$ cat config.mk
export PLATFORM = sky130hd
export DESIGN_NAME = jtag_chain_fpga_configurator_flat
export DESIGN_NICKNAME = d
export VERILOG_FILES = /design/src/rtl/jcfc_pkg.sv /design/src/rtl/jcfc_if.sv /design/src/rtl/jcfc_front.sv /design/src/rtl/jcfc_back.sv /design/src/rtl/jtag_chain_fpga_configurator.sv /design/src/flat_wrapper.sv
export SDC_FILE = /design/constraint.sdc
export NUM_CORES = 1
export LEC_CHECK = 0
export BUFFER_PORTS_ARGS = -buffer_cell sky130_fd_sc_hd__clkbuf_2
export CAP_MARGIN = 25
export CORE_UTILIZATION = 64
export CTS_CLUSTER_SIZE = 24
export DETAILED_ROUTE_END_ITERATION = 16
export PLACE_DENSITY = 0.84
export SYNTH_ARGS = -nofsm -noshare
export SYNTH_HDL_FRONTEND = slang
export SYNTH_SLANG_ARGS = --single-unit
export TNS_END_PERCENT = 20
$ cat constraint.sdc
create_clock -name clock -period 11.7 [get_ports clock]
set_clock_uncertainty 0.1 [all_clocks]
set_input_delay 0.585 -clock clock [delete_from_list [all_inputs] [get_ports clock]]
set_output_delay 0.585 -clock clock [all_outputs]
set_load 0.05 [all_outputs]
$ cat src/rtl/jcfc_pkg.sv
// shared package: phases, request and status codes, sequencer constants
// no dependencies
`default_nettype none
package jcfc_pkg;
   localparam int MaxDevices = 5;
   localparam int IrBits     = 10;
   localparam int ProbeBits  = 8 + MaxDevices;

   typedef enum logic [2:0] {
      REQ_TICK = 3'd0, REQ_START = 3'd1, REQ_DATA = 3'd2, REQ_END = 3'd3, REQ_COUNT = 3'd4
   } req_code_type;

   typedef enum logic [2:0] {
      ST_OK = 3'd0, ST_BUSY = 3'd1, ST_BROKEN = 3'd2, ST_BAD_INDEX = 3'd3,
      ST_BAD_ID = 3'd4, ST_NONE = 3'd5
   } status_type;

   typedef enum logic [4:0] {
      PH_IDLE, PH_PR_NAV, PH_PR_LOAD, PH_PR_TODR, PH_PR_ZERO, PH_PR_CAP,
      PH_ID_NAV, PH_ID_READ, PH_PG_NAV, PH_PG_LOAD, PH_PG_TODR, PH_PG_ONES,
      PH_EN_FLUSH, PH_EN_EXIT, PH_EN_LOAD, PH_EN_IDLE, PH_EN_CLK, PH_EN_RST,
      PH_DATA
   } phase_type;

   typedef enum logic [1:0] {
      CSR_PRE_OLDER = 2'd0, CSR_PRE_NEWER = 2'd1, CSR_STARTUP = 2'd2, CSR_SKIP = 2'd3
   } csr_index_type;

   localparam logic [IrBits-1:0] CmdProgram = IrBits'(12'h002);
   localparam logic [IrBits-1:0] CmdStartup = IrBits'(12'h003);
   localparam logic [IrBits-1:0] CmdBypass  = '1;
   localparam logic [15:0] ProbePattern = 16'h0073;
   localparam logic [31:0] IdMask  = 32'hFFF00FFF;
   localparam logic [31:0] IdMatch = 32'h020000DD;
   localparam logic [7:0]  FamOlder = 8'hB0;
   localparam logic [7:0]  FamNewer = 8'hF0;
   localparam logic [7:0]  NavIrTms = 8'hDF;
   localparam logic [7:0]  NavDrTms = 8'h5F;
   localparam logic [7:0]  ExitTms  = 8'h33;
   localparam logic [7:0]  ExitTdi  = 8'h01;

   // queued request as classified by the front end
   typedef struct packed {
      req_code_type code;
      logic [2:0]   dev_index;
      logic [7:0]   data_byte;
      logic         tdo_in;
   } cmd_type;

   typedef struct packed {
      logic        tck_pulse;
      logic        tms_out;
      logic        tdi_out;
      logic        busy_res;
      logic        accepted;
      logic        done_res;
      logic [2:0]  status;
      logic [2:0]  device_count;
      logic [31:0] device_id;
      logic        newer_family;
   } rsp_type;
endpackage
`default_nettype wire

$ cat src/rtl/jcfc_if.sv
// valid/ready channel interfaces for requests, responses and register writes
// depends on jcfc_pkg
`default_nettype none
interface jcfc_req_if;
   logic       valid;
   logic       ready;
   logic [2:0] req_type;
   logic [2:0] dev_index;
   logic [7:0] data_byte;
   logic       tdo_in;
   modport source (output valid, req_type, dev_index, data_byte, tdo_in, input ready);
   modport sink (input valid, req_type, dev_index, data_byte, tdo_in, output ready);
endinterface

interface jcfc_rsp_if;
   logic              valid;
   logic              ready;
   jcfc_pkg::rsp_type payload;
   modport source (output valid, payload, input ready);
   modport sink (input valid, payload, output ready);
endinterface

interface jcfc_csr_if;
   logic        valid;
   logic        ready;
   logic [1:0]  index;
   logic [15:0] data;
   modport source (output valid, index, data, input ready);
   modport sink (input valid, index, data, output ready);
endinterface
`default_nettype wire

$ cat src/rtl/jcfc_front.sv
// front end: takes request beats, classifies them, feeds a two-entry queue
// depends on jcfc_pkg
`default_nettype none
module jcfc_front (
   input  wire logic              clock,
   input  wire logic              reset,
   input  wire logic              in_valid,
   output logic                   in_ready,
   input  wire logic [2:0]        in_type,
   input  wire logic [2:0]        in_dev,
   input  wire logic [7:0]        in_byte,
   input  wire logic              in_tdo,
   output logic                   q_valid,
   input  wire logic              q_pop,
   output jcfc_pkg::cmd_type      q_head
);
   jcfc_pkg::cmd_type q_ff [2];
   jcfc_pkg::cmd_type q_in [2];
   logic [1:0] cnt_ff, cnt_in;
   jcfc_pkg::cmd_type cls;
   logic push;

   // classify; reserved codes pass through and are ignored by the back end
   always_comb begin
      cls.dev_index = in_dev;
      cls.data_byte = in_byte;
      cls.tdo_in    = in_tdo;
      cls.code      = jcfc_pkg::req_code_type'(in_type);
   end

   assign in_ready = (cnt_ff != 2'd2) || q_pop;
   assign push     = in_valid && in_ready;
   assign q_valid  = cnt_ff != 2'd0;
   assign q_head   = q_ff[0];

   // queue shift
   always_comb begin
      q_in   = q_ff;
      cnt_in = cnt_ff;
      if (q_pop) begin
         q_in[0] = q_ff[1];
         cnt_in  = cnt_in - 2'd1;
      end
      if (push) begin
         q_in[cnt_in[0]] = cls;
         cnt_in = cnt_in + 2'd1;
      end
   end

   always_ff @(posedge clock) begin
      q_ff <= q_in;
      if (reset) begin
         cnt_ff <= 2'd0;
      end else begin
         cnt_ff <= cnt_in;
      end
   end
endmodule
`default_nettype wire

$ cat src/rtl/jcfc_back.sv
// back end: jtag sequencer, one result beat per queued request
// depends on jcfc_pkg
`default_nettype none
module jcfc_back (
   input  wire logic              clock,
   input  wire logic              reset,
   input  wire logic              q_valid,
   output logic                   q_pop,
   input  wire jcfc_pkg::cmd_type q_head,
   input  wire logic [15:0]       pre_older,
   input  wire logic [15:0]       pre_newer,
   input  wire logic [15:0]       start_clks,
   input  wire logic [5:0]        skip_bytes,
   output logic                   out_valid,
   input  wire logic              out_ready,
   output jcfc_pkg::rsp_type      out_data
);
   localparam int ProbeLoad = jcfc_pkg::MaxDevices * jcfc_pkg::IrBits + 1;
   localparam int ProbeZero = jcfc_pkg::MaxDevices * 32;

   jcfc_pkg::phase_type phase_ff, phase_in;
   logic [15:0] step_ff, step_in;
   logic [2:0]  chain_ff, chain_in, tgt_ff, tgt_in;
   logic [31:0] id_ff, id_in;
   logic [jcfc_pkg::ProbeBits-1:0] cap_ff, cap_in;
   logic [7:0]  byte_ff, byte_in;
   logic [5:0]  seen_ff, seen_in;
   logic        fam_ff, fam_in, pfs_ff, pfs_in;
   // instruction load bit tracking: bit within device, device position
   logic [3:0]  irb_ff, irb_in;
   logic [2:0]  dpos_ff, dpos_in;
   logic        ov_ff;
   jcfc_pkg::rsp_type od_ff, r;
   logic        go;

   // phase length for any phase using the current state
   function automatic logic [15:0] plen(jcfc_pkg::phase_type p, logic [2:0] cl, logic [2:0] ti,
                                        logic fm, logic [15:0] po, logic [15:0] pn,
                                        logic [15:0] sc);
      logic [15:0] v;
      unique case (p)
         jcfc_pkg::PH_PR_NAV, jcfc_pkg::PH_PG_NAV: v = 16'd10;
         jcfc_pkg::PH_PR_LOAD: v = 16'(ProbeLoad);
         jcfc_pkg::PH_PR_TODR, jcfc_pkg::PH_PG_TODR: v = 16'd3;
         jcfc_pkg::PH_PR_ZERO: v = 16'(ProbeZero);
         jcfc_pkg::PH_PR_CAP: v = 16'(jcfc_pkg::ProbeBits);
         jcfc_pkg::PH_ID_NAV: v = 16'd9;
         jcfc_pkg::PH_ID_READ: v = (ti < cl) ? {8'd0, 3'(cl - ti), 5'd0} : 16'd0;
         jcfc_pkg::PH_PG_LOAD, jcfc_pkg::PH_EN_LOAD:
            v = 16'(cl * 16'(jcfc_pkg::IrBits)) + 16'd1;
         jcfc_pkg::PH_PG_ONES: v = fm ? pn : po;
         jcfc_pkg::PH_EN_FLUSH: v = 16'd128;
         jcfc_pkg::PH_EN_EXIT: v = 16'd8;
         jcfc_pkg::PH_EN_IDLE: v = 16'd1;
         jcfc_pkg::PH_EN_CLK: v = sc;
         jcfc_pkg::PH_EN_RST: v = 16'd5;
         jcfc_pkg::PH_DATA: v = 16'd8;
         default: v = 16'd0;
      endcase
      return v;
   endfunction

   // next phase, skipping empty stretches (only ones, startup clocks can be empty)
   function automatic jcfc_pkg::phase_type adv(jcfc_pkg::phase_type p, logic fm,
                                               logic [15:0] po, logic [15:0] pn,
                                               logic [15:0] sc);
      jcfc_pkg::phase_type n;
      priority case (p)
         jcfc_pkg::PH_PG_TODR: n = ((fm ? pn : po) == 16'd0) ? jcfc_pkg::PH_IDLE
                                                             : jcfc_pkg::PH_PG_ONES;
         jcfc_pkg::PH_EN_IDLE: n = (sc == 16'd0) ? jcfc_pkg::PH_EN_RST : jcfc_pkg::PH_EN_CLK;
         jcfc_pkg::PH_ID_READ: n = jcfc_pkg::PH_PG_NAV;
         jcfc_pkg::PH_PR_CAP, jcfc_pkg::PH_PG_ONES, jcfc_pkg::PH_EN_RST, jcfc_pkg::PH_DATA,
         jcfc_pkg::PH_IDLE: n = jcfc_pkg::PH_IDLE;
         default: n = jcfc_pkg::phase_type'(5'(p) + 5'd1);
      endcase
      return n;
   endfunction

   assign go    = q_valid && (!ov_ff || out_ready);
   assign q_pop = go;
   assign out_valid = ov_ff;
   assign out_data  = od_ff;

   // sequencer step
   always_comb begin
      logic [15:0] k, len, ir_sel;
      logic        fin, in_tot, last_bit, sel;
      logic [2:0]  cnt, lcnt;
      logic        found;
      logic [7:0]  fam;
      logic [jcfc_pkg::IrBits-1:0] cmd;
      jcfc_pkg::phase_type np;
      phase_in = phase_ff; step_in = step_ff; chain_in = chain_ff; tgt_in = tgt_ff;
      id_in = id_ff; cap_in = cap_ff; byte_in = byte_ff; seen_in = seen_ff;
      fam_in = fam_ff; pfs_in = pfs_ff; irb_in = irb_ff; dpos_in = dpos_ff;
      r = '0;
      r.status = jcfc_pkg::ST_NONE;
      k = step_ff; fin = 1'b0; in_tot = 1'b0; last_bit = 1'b0; sel = 1'b0;
      cnt = 3'd0; found = 1'b0; fam = 8'd0; cmd = '0; np = jcfc_pkg::PH_IDLE;
      lcnt = 3'd0; len = 16'd0; ir_sel = 16'd0;
      if (q_head.code == jcfc_pkg::REQ_TICK) begin
         if (phase_ff != jcfc_pkg::PH_IDLE) begin
            r.tck_pulse = 1'b1;
            // instruction load geometry
            lcnt = (phase_ff == jcfc_pkg::PH_PR_LOAD) ? 3'(jcfc_pkg::MaxDevices) : chain_ff;
            ir_sel = 16'(lcnt * 16'(jcfc_pkg::IrBits));
            in_tot = k < ir_sel;
            last_bit = (k + 16'd1 == ir_sel) || (k == ir_sel);
            sel = (phase_ff != jcfc_pkg::PH_PR_LOAD) && (dpos_ff == tgt_ff);
            cmd = (phase_ff == jcfc_pkg::PH_PG_LOAD) ? jcfc_pkg::CmdProgram
                                                     : jcfc_pkg::CmdStartup;
            if (!sel) cmd = jcfc_pkg::CmdBypass;
            priority case (phase_ff)
               jcfc_pkg::PH_PR_NAV, jcfc_pkg::PH_PG_NAV:
                  r.tms_out = jcfc_pkg::NavIrTms[k[2:0]] & ~k[3];
               jcfc_pkg::PH_PR_LOAD, jcfc_pkg::PH_PG_LOAD, jcfc_pkg::PH_EN_LOAD: begin
                  r.tms_out = last_bit;
                  r.tdi_out = in_tot && cmd[irb_ff];
               end
               jcfc_pkg::PH_PR_TODR: r.tms_out = (k == 16'd0);
               jcfc_pkg::PH_PG_TODR: begin
                  r.tms_out = (k == 16'd0);
                  r.tdi_out = 1'b1;
               end
               jcfc_pkg::PH_PR_CAP: begin
                  r.tdi_out = jcfc_pkg::ProbePattern[k[3:0]];
                  cap_in[k[3:0]] = cap_ff[k[3:0]] | q_head.tdo_in;
               end
               jcfc_pkg::PH_ID_NAV: r.tms_out = jcfc_pkg::NavDrTms[k[2:0]] & ~k[3];
               jcfc_pkg::PH_ID_READ: id_in = {q_head.tdo_in, id_ff[31:1]};
               jcfc_pkg::PH_PG_ONES, jcfc_pkg::PH_EN_FLUSH, jcfc_pkg::PH_EN_CLK:
                  r.tdi_out = 1'b1;
               jcfc_pkg::PH_EN_EXIT: begin
                  r.tms_out = jcfc_pkg::ExitTms[k[2:0]];
                  r.tdi_out = jcfc_pkg::ExitTdi[k[2:0]];
               end
               jcfc_pkg::PH_EN_RST: r.tms_out = 1'b1;
               jcfc_pkg::PH_DATA: r.tdi_out = byte_ff[k[2:0]];
               default: r.tms_out = 1'b0;
            endcase
            // advance load-bit counters
            if (irb_ff == 4'(jcfc_pkg::IrBits - 1)) begin
               irb_in = 4'd0;
               dpos_in = dpos_ff - 3'd1;
            end else begin
               irb_in = irb_ff + 4'd1;
            end
            len = plen(phase_ff, chain_ff, tgt_ff, fam_ff, pre_older, pre_newer, start_clks);
            step_in = k + 16'd1;
            if (step_in >= len) begin
               step_in = 16'd0;
               if (phase_ff == jcfc_pkg::PH_PR_CAP) begin
                  for (int i = jcfc_pkg::MaxDevices - 1; i >= 0; i--) begin
                     if (cap_in[i]) begin
                        cnt = 3'(i);
                        found = 1'b1;
                     end
                  end
                  if (!found || (16'(cap_in >> cnt) != jcfc_pkg::ProbePattern)) begin
                     chain_in = 3'd0; fin = 1'b1; r.status = jcfc_pkg::ST_BROKEN;
                  end else begin
                     chain_in = cnt;
                     if (!pfs_ff) begin
                        fin = 1'b1; r.status = jcfc_pkg::ST_OK;
                     end else if (tgt_ff >= cnt) begin
                        fin = 1'b1; r.status = jcfc_pkg::ST_BAD_INDEX;
                     end else begin
                        phase_in = jcfc_pkg::PH_ID_NAV;
                     end
                  end
               end else if (phase_ff == jcfc_pkg::PH_ID_READ) begin
                  fam = id_in[19:12] & 8'hF0;
                  if ((id_in & jcfc_pkg::IdMask) != jcfc_pkg::IdMatch ||
                      (fam != jcfc_pkg::FamOlder && fam != jcfc_pkg::FamNewer)) begin
                     fin = 1'b1; r.status = jcfc_pkg::ST_BAD_ID;
                  end else begin
                     fam_in = (fam == jcfc_pkg::FamNewer);
                     seen_in = 6'd0;
                     phase_in = jcfc_pkg::PH_PG_NAV;
                  end
               end else begin
                  np = adv(phase_ff, fam_ff, pre_older, pre_newer, start_clks);
                  phase_in = np;
                  if (np == jcfc_pkg::PH_IDLE) begin
                     fin = 1'b1; r.status = jcfc_pkg::ST_OK;
                  end
               end
               // ID read follows straight after nav
               if (phase_in == jcfc_pkg::PH_ID_NAV && !fin) phase_in = jcfc_pkg::PH_ID_NAV;
               irb_in = 4'd0;
               dpos_in = chain_ff - 3'd1;
               if (phase_in == jcfc_pkg::PH_PR_LOAD)
                  dpos_in = 3'(jcfc_pkg::MaxDevices - 1);
               if (fin) begin
                  phase_in = jcfc_pkg::PH_IDLE;
                  r.done_res = 1'b1;
               end
            end
         end
      end else if (q_head.code == jcfc_pkg::REQ_START || q_head.code == jcfc_pkg::REQ_DATA ||
                   q_head.code == jcfc_pkg::REQ_END || q_head.code == jcfc_pkg::REQ_COUNT) begin
         if (phase_ff != jcfc_pkg::PH_IDLE) begin
            r.status = jcfc_pkg::ST_BUSY;
         end else begin
            r.accepted = 1'b1;
            r.status = jcfc_pkg::ST_OK;
            step_in = 16'd0;
            irb_in = 4'd0;
            dpos_in = 3'(jcfc_pkg::MaxDevices - 1);
            if (q_head.code == jcfc_pkg::REQ_START || q_head.code == jcfc_pkg::REQ_COUNT) begin
               pfs_in = (q_head.code == jcfc_pkg::REQ_START);
               if (q_head.code == jcfc_pkg::REQ_START) tgt_in = q_head.dev_index;
               cap_in = '0;
               phase_in = jcfc_pkg::PH_PR_NAV;
            end else if (q_head.code == jcfc_pkg::REQ_END) begin
               phase_in = jcfc_pkg::PH_EN_FLUSH;
            end else begin
               byte_in = q_head.data_byte;
               if (seen_ff < skip_bytes) seen_in = seen_ff + 6'd1;
               if (!fam_ff && seen_ff < skip_bytes) r.done_res = 1'b1;
               else phase_in = jcfc_pkg::PH_DATA;
            end
         end
      end
      r.busy_res = phase_in != jcfc_pkg::PH_IDLE;
      r.device_count = chain_in;
      r.device_id = id_in;
      r.newer_family = fam_in;
   end

   always_ff @(posedge clock) begin
      if (go) od_ff <= r;
      if (reset) begin
         ov_ff <= 1'b0;
         phase_ff <= jcfc_pkg::PH_IDLE;
         step_ff <= '0; chain_ff <= '0; tgt_ff <= '0; id_ff <= '0; cap_ff <= '0;
         byte_ff <= '0; seen_ff <= '0; fam_ff <= 1'b0; pfs_ff <= 1'b0;
         irb_ff <= '0; dpos_ff <= '0;
      end else begin
         if (go) ov_ff <= 1'b1;
         else if (out_ready) ov_ff <= 1'b0;
         if (go) begin
            phase_ff <= phase_in; step_ff <= step_in; chain_ff <= chain_in;
            tgt_ff <= tgt_in; id_ff <= id_in; cap_ff <= cap_in; byte_ff <= byte_in;
            seen_ff <= seen_in; fam_ff <= fam_in; pfs_ff <= pfs_in;
            irb_ff <= irb_in; dpos_ff <= dpos_in;
         end
      end
   end
endmodule
`default_nettype wire

$ cat src/rtl/jtag_chain_fpga_configurator.sv
// top level: register file, request front end, queue and jtag sequencer
// depends on jcfc_pkg, jcfc_if, jcfc_front, jcfc_back
`default_nettype none
// Each request beat yields one response beat; a tick drives at most one TCK
// pulse and the block takes one beat per clock unless the response is stalled;
// each request passes through the two-entry request queue and the response
// register. Register writes are taken at any time but should only be made
// while no sequence runs.
module jtag_chain_fpga_configurator (
   input wire logic  clock,
   input wire logic  reset,
   jcfc_req_if.sink  req,
   jcfc_rsp_if.source rsp,
   jcfc_csr_if.sink  csr
);
   logic [15:0] pre_older_ff, pre_newer_ff, start_ff;
   logic [5:0]  skip_ff;
   logic        q_valid, q_pop;
   jcfc_pkg::cmd_type q_head;

   // configuration registers
   assign csr.ready = 1'b1;
   always_ff @(posedge clock) begin
      if (reset) begin
         pre_older_ff <= 16'd300;
         pre_newer_ff <= 16'd3181;
         start_ff     <= 16'd200;
         skip_ff      <= 6'd44;
      end else if (csr.valid) begin
         unique case (jcfc_pkg::csr_index_type'(csr.index))
            jcfc_pkg::CSR_PRE_OLDER: pre_older_ff <= csr.data;
            jcfc_pkg::CSR_PRE_NEWER: pre_newer_ff <= csr.data;
            jcfc_pkg::CSR_STARTUP:   start_ff     <= csr.data;
            jcfc_pkg::CSR_SKIP:      skip_ff      <= csr.data[5:0];
            default:                 skip_ff      <= skip_ff;
         endcase
      end
   end

   jcfc_front u_front (
      .clock, .reset,
      .in_valid(req.valid), .in_ready(req.ready), .in_type(req.req_type),
      .in_dev(req.dev_index), .in_byte(req.data_byte), .in_tdo(req.tdo_in),
      .q_valid, .q_pop, .q_head
   );

   jcfc_back u_back (
      .clock, .reset, .q_valid, .q_pop, .q_head,
      .pre_older(pre_older_ff), .pre_newer(pre_newer_ff), .start_clks(start_ff),
      .skip_bytes(skip_ff),
      .out_valid(rsp.valid), .out_ready(rsp.ready), .out_data(rsp.payload)
   );
endmodule
`default_nettype wire

$ cat src/flat_wrapper.sv
// flat-port wrapper written by rule: the top's interface ports become plain ports
module jtag_chain_fpga_configurator_flat 
  (clock, reset, req_valid, req_req_type, req_dev_index, req_data_byte, req_tdo_in, req_ready, rsp_valid, rsp_payload, rsp_ready, csr_valid, csr_index, csr_data, csr_ready);
  jcfc_req_if req_i ();
  jcfc_rsp_if rsp_i ();
  jcfc_csr_if csr_i ();
  input wire logic clock;
  input wire logic reset;
  input wire logic [$bits(req_i.valid)-1:0] req_valid;
  input wire logic [$bits(req_i.req_type)-1:0] req_req_type;
  input wire logic [$bits(req_i.dev_index)-1:0] req_dev_index;
  input wire logic [$bits(req_i.data_byte)-1:0] req_data_byte;
  input wire logic [$bits(req_i.tdo_in)-1:0] req_tdo_in;
  output wire logic [$bits(req_i.ready)-1:0] req_ready;
  output wire logic [$bits(rsp_i.valid)-1:0] rsp_valid;
  output wire logic [$bits(rsp_i.payload)-1:0] rsp_payload;
  input wire logic [$bits(rsp_i.ready)-1:0] rsp_ready;
  input wire logic [$bits(csr_i.valid)-1:0] csr_valid;
  input wire logic [$bits(csr_i.index)-1:0] csr_index;
  input wire logic [$bits(csr_i.data)-1:0] csr_data;
  output wire logic [$bits(csr_i.ready)-1:0] csr_ready;
  assign req_i.valid = req_valid;
  assign req_i.req_type = req_req_type;
  assign req_i.dev_index = req_dev_index;
  assign req_i.data_byte = req_data_byte;
  assign req_i.tdo_in = req_tdo_in;
  assign req_ready = req_i.ready;
  assign rsp_valid = rsp_i.valid;
  assign rsp_payload = rsp_i.payload;
  assign rsp_i.ready = rsp_ready;
  assign csr_i.valid = csr_valid;
  assign csr_i.index = csr_index;
  assign csr_i.data = csr_data;
  assign csr_ready = csr_i.ready;
  jtag_chain_fpga_configurator u_core (.clock(clock), .reset(reset), .req(req_i), .rsp(rsp_i), .csr(csr_i));
endmodule
# --- After elaboration in Yosys (flattened, before gate mapping) ---
# Memory sizes are Yosys's and may differ from the RTL's. A register that Yosys moved wholly into a read port is not among the register bits.
# Index checks and enable logic that the tools add are counted.
totals:
  ff_bits: 227
  inputBits: 38
  memories: 5
  mem_bits_ro: 48
mem_list:
  columns: ["memory", "words", "word_bits", "rd", "rd_clocked_by_memory_dff", "wr", "line", "rtl"]
  rows:
  - ["(no name shown)", 16, 1, 1, 1, 0, "jcfc_back.sv:127", "r.tdi_out = jcfc_pkg::ProbePattern[k[3:0]];"]
  - ["(no name shown)", 8, 1, 1, 1, 0, "jcfc_back.sv:136", "r.tdi_out = jcfc_pkg::ExitTdi[k[2:0]];"]
  - ["(no name shown)", 8, 1, 1, 1, 0, "jcfc_back.sv:135", "r.tms_out = jcfc_pkg::ExitTms[k[2:0]];"]
  - ["(no name shown)", 8, 1, 1, 1, 0, "jcfc_back.sv:130", "jcfc_pkg::PH_ID_NAV: r.tms_out = jcfc_pkg::NavDrTms[k[2:0]] & ~k[3];"]
  - ["(no name shown)", 8, 1, 1, 1, 0, "jcfc_back.sv:116", "r.tms_out = jcfc_pkg::NavIrTms[k[2:0]] & ~k[3];"]
op_classes:
  magnitude_cmp: 11
  n_addsub: 10
  mul: 2
  n_reduce_logical: 56
  eq_ne: 47
  shifts: 1
  bitwise: 10
  muxes: 174
ops:
  columns: ["op", "n"]
  rows:
  - ["16-bit case mux with 14 select lines", 1]
  - ["32-bit 2-to-1 mux", 5]
  - ["5-bit 2-to-1 mux", 27]
  - ["16-bit 2-to-1 mux", 8]
  - ["3-bit 2-to-1 mux", 37]
  - ["13-bit 2-to-1 mux", 8]
  - ["6-bit 2-to-1 mux", 11]
  - ["4-bit 2-to-1 mux", 13]
  - ["16-bit logical NOT", 3]
  - ["1-bit 2-to-1 mux", 44]
  - ["5-bit by 4-bit == test with 1-bit output (second input constant)", 8]
  - ["16-bit by 7-bit == test with 1-bit output", 2]
  - ["30-bit bitwise mux", 1]
  - ["10-bit 2-to-1 mux", 3]
  - ["15-bit 2-to-1 mux", 2]
  - ["30-bit 2-to-1 mux", 1]
  - ["5-bit by 3-bit == test with 1-bit output (second input constant)", 5]
  - ["24-bit by 18-bit inequality test with 1-bit output (second input constant)", 1]
  - ["16-bit by 1-bit adder with 16-bit output (second input constant)", 1]
  - ["16-bit greater-or-equal comparator", 1]
  - ["16-bit by 7-bit < comparator with 1-bit output", 1]
  - ["16-bit by 7-bit inequality test with 1-bit output (second input constant)", 1]
  - ["13-bit by 3-bit right shift with 16-bit output", 1]
  - ["15-bit demux with 1-bit select", 1]
  - ["62 further kinds", 125]

# --- Depth between registers and ports, before layout ---
depth:
  ltp_word: 36
  depth_mapped: 21
  ltp_nobuf: 18

# --- Modules after synthesis ---
# Synthesis repeated with hierarchy kept, for this count alone.
hier_totals:
  hier_cells: 1478
  hier_area_um2: 13411.6
by_module_without_submodules:
  columns: ["mod", "n_inst", "area_per_inst_um2", "cells_per_inst", "seq_area_each_um2"]
  rows:
  - ["jcfc_back", 1, 9774.4, 1146, 3373.2]
  - ["jtag_chain_fpga_configurator", 1, 2167.1, 208, 1081.0]
  - ["jcfc_front", 1, 1470.2, 124, 790.8]

# --- Worst setup path after synthesis ---
# Ideal clock, no wire load.
synth_timing:
  path_type: "register to register"
  from: "register u_core.u_back.phase_ff[3]"
  to: "register u_core.u_back.od_ff, in the netlist u_core.u_back.out_data[41] (data pin)"
  period_less_slack_ns: 4.376
  required_time_ns: 11.332
  path_buffers: 4
  setup_slack_ns: 7.324
  arrival_time_ns: 4.008
  path_stages_with_launch: 20
  cell_sequence: "dfxtp_1 > clkbuf_1 > clkbuf_1 > buf_1 > nand3_1 > clkbuf_1 > nor2_1 > a21oi_1 > ha_1 > a21oi_1 > nand2_1 > a21o_1 > a2111oi_0 > nand2_1 > a21oi_1 > nor3_1 > and2_1 > a311o_1 > nor2_1 > nand4b_1"
synth_lines:
  columns: ["element", "line", "rtl"]
  rows:
  - ["start, declared", "jcfc_back.sv:21", "jcfc_pkg::phase_type phase_ff, phase_in;"]
  - ["start signal, assigned", "jcfc_back.sv:236", "phase_ff <= jcfc_pkg::PH_IDLE;"]
  - ["start signal, assigned", "jcfc_back.sv:244", "phase_ff <= phase_in; step_ff <= step_in; chain_ff <= chain_in;"]
  - ["end signal, assigned", "jcfc_back.sv:233", "if (go) od_ff <= r;"]
  - ["end, declared", "jcfc_back.sv:33", "jcfc_pkg::rsp_type od_ff, r;"]

# --- Final worst setup path ---
layout_timing:
  from: "register u_core.u_back.step_ff[0]"
  to: "register u_core.u_back.seen_ff[3]"
layout_between:
  elab_chain_len: 4
layout_rtl:
  columns: ["element", "line", "rtl"]
  rows:
  - ["start, declared", "jcfc_back.sv:22", "logic [15:0] step_ff, step_in;"]
  - ["start signal, assigned", "jcfc_back.sv:244", null]
  - ["16-bit by 1-bit adder with 16-bit output", "jcfc_back.sv:150", "step_in = k + 16'd1;"]
  - ["16-bit greater-or-equal comparator", "jcfc_back.sv:151", "if (step_in >= len) begin"]
  - ["2-bit by 1-bit inequality test with 1-bit output (no source line)", null, null]
  - ["11-bit AND reduction (no source line)", null, null]
  - ["end signal, assigned", "jcfc_back.sv:246", "seen_ff <= seen_in; fam_ff <= fam_in; pfs_ff <= pfs_in;"]
  - ["end, declared", "jcfc_back.sv:27", "logic [5:0] seen_ff, seen_in;"]
# Every way passes these cells.
# A chain may end at the register's enable or synchronous reset.

==> results.json <==
{
  "postRouteWirelength_um": 34200,
  "yosysTopAreaCell": "sky130_fd_sc_hd__dfxtp_1",
  "critPathMaxFanout": 23,
  "groute.layer.met3.usage": 0.0480,
  "globalRouteTotalUtil": 0.336,
  "timing.max_slew.rel_slack": 0.301,
  "synth_most_common_cell": "sky130_fd_sc_hd__nand2_1",
  "synth_cells": 1517,
  "vias_per_cell": 6.31,
  "synthesis.area_um2": 12900,
  "wire_length_of_the_first_global_routing_pass_um": 55300,
  "cpLargestDelayFamily": "compound AO/OA/AOI/OAI gates",
  "grt.met2_usage": 0.519,
  "synth_seq_area_share": 0.406,
  "groute.layer.met1.usage": 0.479,
  "final-setup-viol-count": 0,
  "power.net_switching_mw": 1.52,
  "std_cell_rows": 51,
  "rsz_0062_raised_after_global_routing": "false",
  "remaining_routing_drc_violations": 0,
  "cp-start-kind": "flop",
  "cts.hold.buffers_added": 0,
  "die_h_um": 144,
  "core_um2": 19600,
  "critical_path_buf_inv_count": 0,
  "leakage_nw": 5.63,
  "synth.avg_cell_area_um2": 8.51,
  "detail_route.first_pass.iterations": 5,
  "cts.clk_slew.worst_paths_ps": 60,
  "r2r-start": "u_core.u_back.step_ff[0]",
  "tritoncts": "done",
  "nFillCells": 1507,
  "boundaryPins": 86,
  "worstPathRequired_ps": 12030,
  "initial_core_util": 0.659,
  "power.density_nw_per_um2": 249,
  "layout.area.seq_um2": 5250,
  "flow.area_growth_from_synthesis_pct": 9.67,
  "grt_most_used_layer": "met2",
  "share_seq_of_total_power": 0.354,
  "stdcell_area_um2": 14200,
  "setup.worst_path.class": "reg2reg",
  "max_cap_viol_count": 0,
  "cts_max_path_buffers": 3,
  "setup-tns-final_ps": 0,
  "drive_above_1_share": 0.131,
  "finalWeightedCongestion": 0.983,
  "post_synth_most_frequent_cells": "sky130_fd_sc_hd__nand2_1, sky130_fd_sc_hd__nor2_1, sky130_fd_sc_hd__dfxtp_1, sky130_fd_sc_hd__a21oi_1, sky130_fd_sc_hd__clkbuf_1",
  "dieWidth_um": 144,
  "internal_power_mw": 2.02,
  "cts-resized-gates": 0,
  "worstPathCellList": "ha_1 -> and3_1 -> nand4_1 -> xnor2_1 -> ha_1 -> a21oi_1 -> nor2b_1 -> a2111oi_0 -> nand2_1 -> a21oi_1 -> o31a_1 -> nor2_1 -> nand4_1 -> xor2_1 -> nor2_1",
  "place.detailed.hpwl_um": 23900,
  "critPathArrivalTime_ps": 6090,
  "crit_path_max_incr_delay_ps": 870,
  "vias": 11500,
  "post_synth_num_cell_types": 89,
  "yosys_most_used_dff": "sky130_fd_sc_hd__dfxtp_1",
  "htreeDepth": 1,
  "die-area_um2": 20700,
  "worst_supply_voltage_drop_on_vdd_v": 0.000229,
  "maxClockFrequency_mhz": 174,
  "detail_route.iter0.violations": 1050,
  "clk_root_buffer_cell": "sky130_fd_sc_hd__clkbuf_16",
  "worstSkewPairLatency_ps": 540,
  "synth_enable_flop_cells": 60,
  "endpoint_kind": "flop",
  "antenna_violating_nets_left": 0,
  "clock-sinks": 232,
  "wl_per_cell_um": 18.8,
  "finalCriticalPeriod_ps": 5760,
  "cts_made_buffers": 24,
  "postCtsSetupBuffers": 0,
  "min-delay-start": "req_data_byte[2]",
  "area_after_dpl_um2": 13300,
  "maximum_number_of_pins_on_one_net_before_global_route_repair": 102,
  "finalHoldViolCount": 0,
  "cp-startpoint": "u_core.u_back.step_ff[0]",
  "syn_nets": 1616,
  "p_clk_frac": 0.227,
  "grt_pass1_vias": 10600,
  "power.combinational.fraction": 0.420,
  "run_status": "finished clean",
  "antenna-diode-count": 0,
  "num-nets-final": 1636,
  "final_min_period_over_clock_period": 0.492,
  "yosys_register_bits": 232,
  "postSynth.asyncResetShare": 0,
  "synth.top_cells.by_area": "sky130_fd_sc_hd__dfxtp_1, sky130_fd_sc_hd__edfxtp_1, sky130_fd_sc_hd__nand2_1",
  "tightest_slew_ps": 1050,
  "drv_slew": 0,
  "combined_area_of_the_multi_input_logic_cells_um2": 7090,
  "antenna_violations_before_repair": 0,
  "grt_overflow": 0,
  "timing.critical_path.slowest_stage_cell": "sky130_fd_sc_hd__ha_1",
  "power_switching_share": 0.429,
  "port_buffers": 84,
  "yosys_warnings": 0,
  "netlist.area_leader.share": 0.267,
  "timing.hold.worst.class": "in2reg"
}
-- cell families after synthesis --
kind of cell | share of synthesized area
and+or+nand+nor | 0.242
other | 0.000290
DFF | 0.406
xor gates and xnor gates | 0.0265
adders and majority gates | 0.0597
muxes | 0.0679
buffers and inverters | 0.0451
AOI/OAI and AO/OA | 0.153
-- path summary, 6_finish.rpt --
path / slack [ps] / cells after the start / endpoint
worst max-delay path: 5940 / 15 / u_core.u_back.seen_ff[3]
worst min-delay path: 140 / 1 / flop
worst max register to register: 5940 / 15 / u_core.u_back.seen_ff[3]
worst min register to register: 370 / 2 / u_core.skip_ff[4]
-- cell type report --
class,instances,share of cell area
Clock inverter,10,0.00822
Clock buffer,34,0.0509
Sequential cell,232,0.370
Timing Repair Buffer,94,0.0355
Tap cell,265,0.0234
Multi-Input combinational cell,1144,0.501
Inverter,41,0.0110
-- worst register-to-register path: stages (launching register included) --
cell	delay (ps)
sky130_fd_sc_hd__dfxtp_1	830
sky130_fd_sc_hd__ha_1	870
sky130_fd_sc_hd__and3_1	310
sky130_fd_sc_hd__nand4_1	120
sky130_fd_sc_hd__xnor2_1	270
sky130_fd_sc_hd__ha_1	290
sky130_fd_sc_hd__a21oi_1	120
sky130_fd_sc_hd__nor2b_1	60
sky130_fd_sc_hd__a2111oi_0	590
sky130_fd_sc_hd__nand2_1	100
sky130_fd_sc_hd__a21oi_1	460
sky130_fd_sc_hd__o31a_1	840
sky130_fd_sc_hd__nor2_1	270
sky130_fd_sc_hd__nand4_1	190
sky130_fd_sc_hd__xor2_1	170
sky130_fd_sc_hd__nor2_1	50
-- placed cells by master (no fill, tap or decap), types with 14 or more instances in the layout --
master,synthesis,layout
sky130_fd_sc_hd__nand3b_1,19,19
sky130_fd_sc_hd__xnor2_1,23,23
sky130_fd_sc_hd__edfxtp_1,60,60
sky130_fd_sc_hd__nand3_1,45,45
sky130_fd_sc_hd__dfxtp_1,172,172
sky130_fd_sc_hd__ha_1,60,60
sky130_fd_sc_hd__nand2_1,218,218
sky130_fd_sc_hd__a31oi_1,27,27
sky130_fd_sc_hd__o21ai_0,27,27
sky130_fd_sc_hd__a21o_1,18,18
sky130_fd_sc_hd__and2_1,14,14
sky130_fd_sc_hd__nor2_1,191,191
sky130_fd_sc_hd__clkbuf_16,0,26
sky130_fd_sc_hd__mux2i_1,37,37
sky130_fd_sc_hd__nand2b_1,18,17
sky130_fd_sc_hd__nor3_1,60,60
sky130_fd_sc_hd__nor4_1,17,17
sky130_fd_sc_hd__xor2_1,16,16
sky130_fd_sc_hd__mux2_2,41,41
sky130_fd_sc_hd__inv_1,38,38
sky130_fd_sc_hd__clkbuf_2,0,83
sky130_fd_sc_hd__nand4_1,19,19
sky130_fd_sc_hd__a21oi_1,116,116
-- power groups by stage --
| stage | clock network [mW] | registers (mW) | logic, mW |
|---|---|---|---|
| floorplan | 0 | 1.47 | 0.889 |
| global placement | 0 | 1.25 | 1.42 |
| detailed placement | 0 | 1.26 | 1.45 |
| CTS | 0.805 | 1.24 | 1.46 |
| global route | 0.839 | 1.27 | 1.62 |
| finish | 0.801 | 1.25 | 1.48 |
-- layer usage --
| metal | routed length, um | vias to the layer above |
|---|---|---|
| met5 | 0 | - |
| met4 | 1030 | 0 |
| met3 | 2650 | 79 |
| met2 | 15300 | 499 |
| met1 | 15100 | 5441 |
| li1 | - | 5458 |
-- registers in the layout, indices dropped and copies added (netlist names), 8 cells and up, named ones only --
signal	flops
u_core.u_back.cap_ff	13
u_core.u_back.id_ff	32
u_core.u_back.step_ff	16
u_core.pre_newer_ff	16
u_core.u_back.out_data	45
u_core.start_ff	16
u_core.u_back.byte_ff	8
u_core.u_front.q_head	15
u_core.pre_older_ff	16
-- stage by stage --
stage               hold WS (ps)  power, mW  worst slack [ps]  instances  utilization
finish                       140       3.53              5940       1820        0.723
CTS                          130       3.51              6180       1818        0.722
detailed placement           355       2.71              6190       1774        0.679
floorplan                    336       2.36              7320       1517            -
global route                 132       3.74              5560       1820        0.723
global placement             348       2.67              6240       1773        0.679
(Power assumes the default switching activity.)
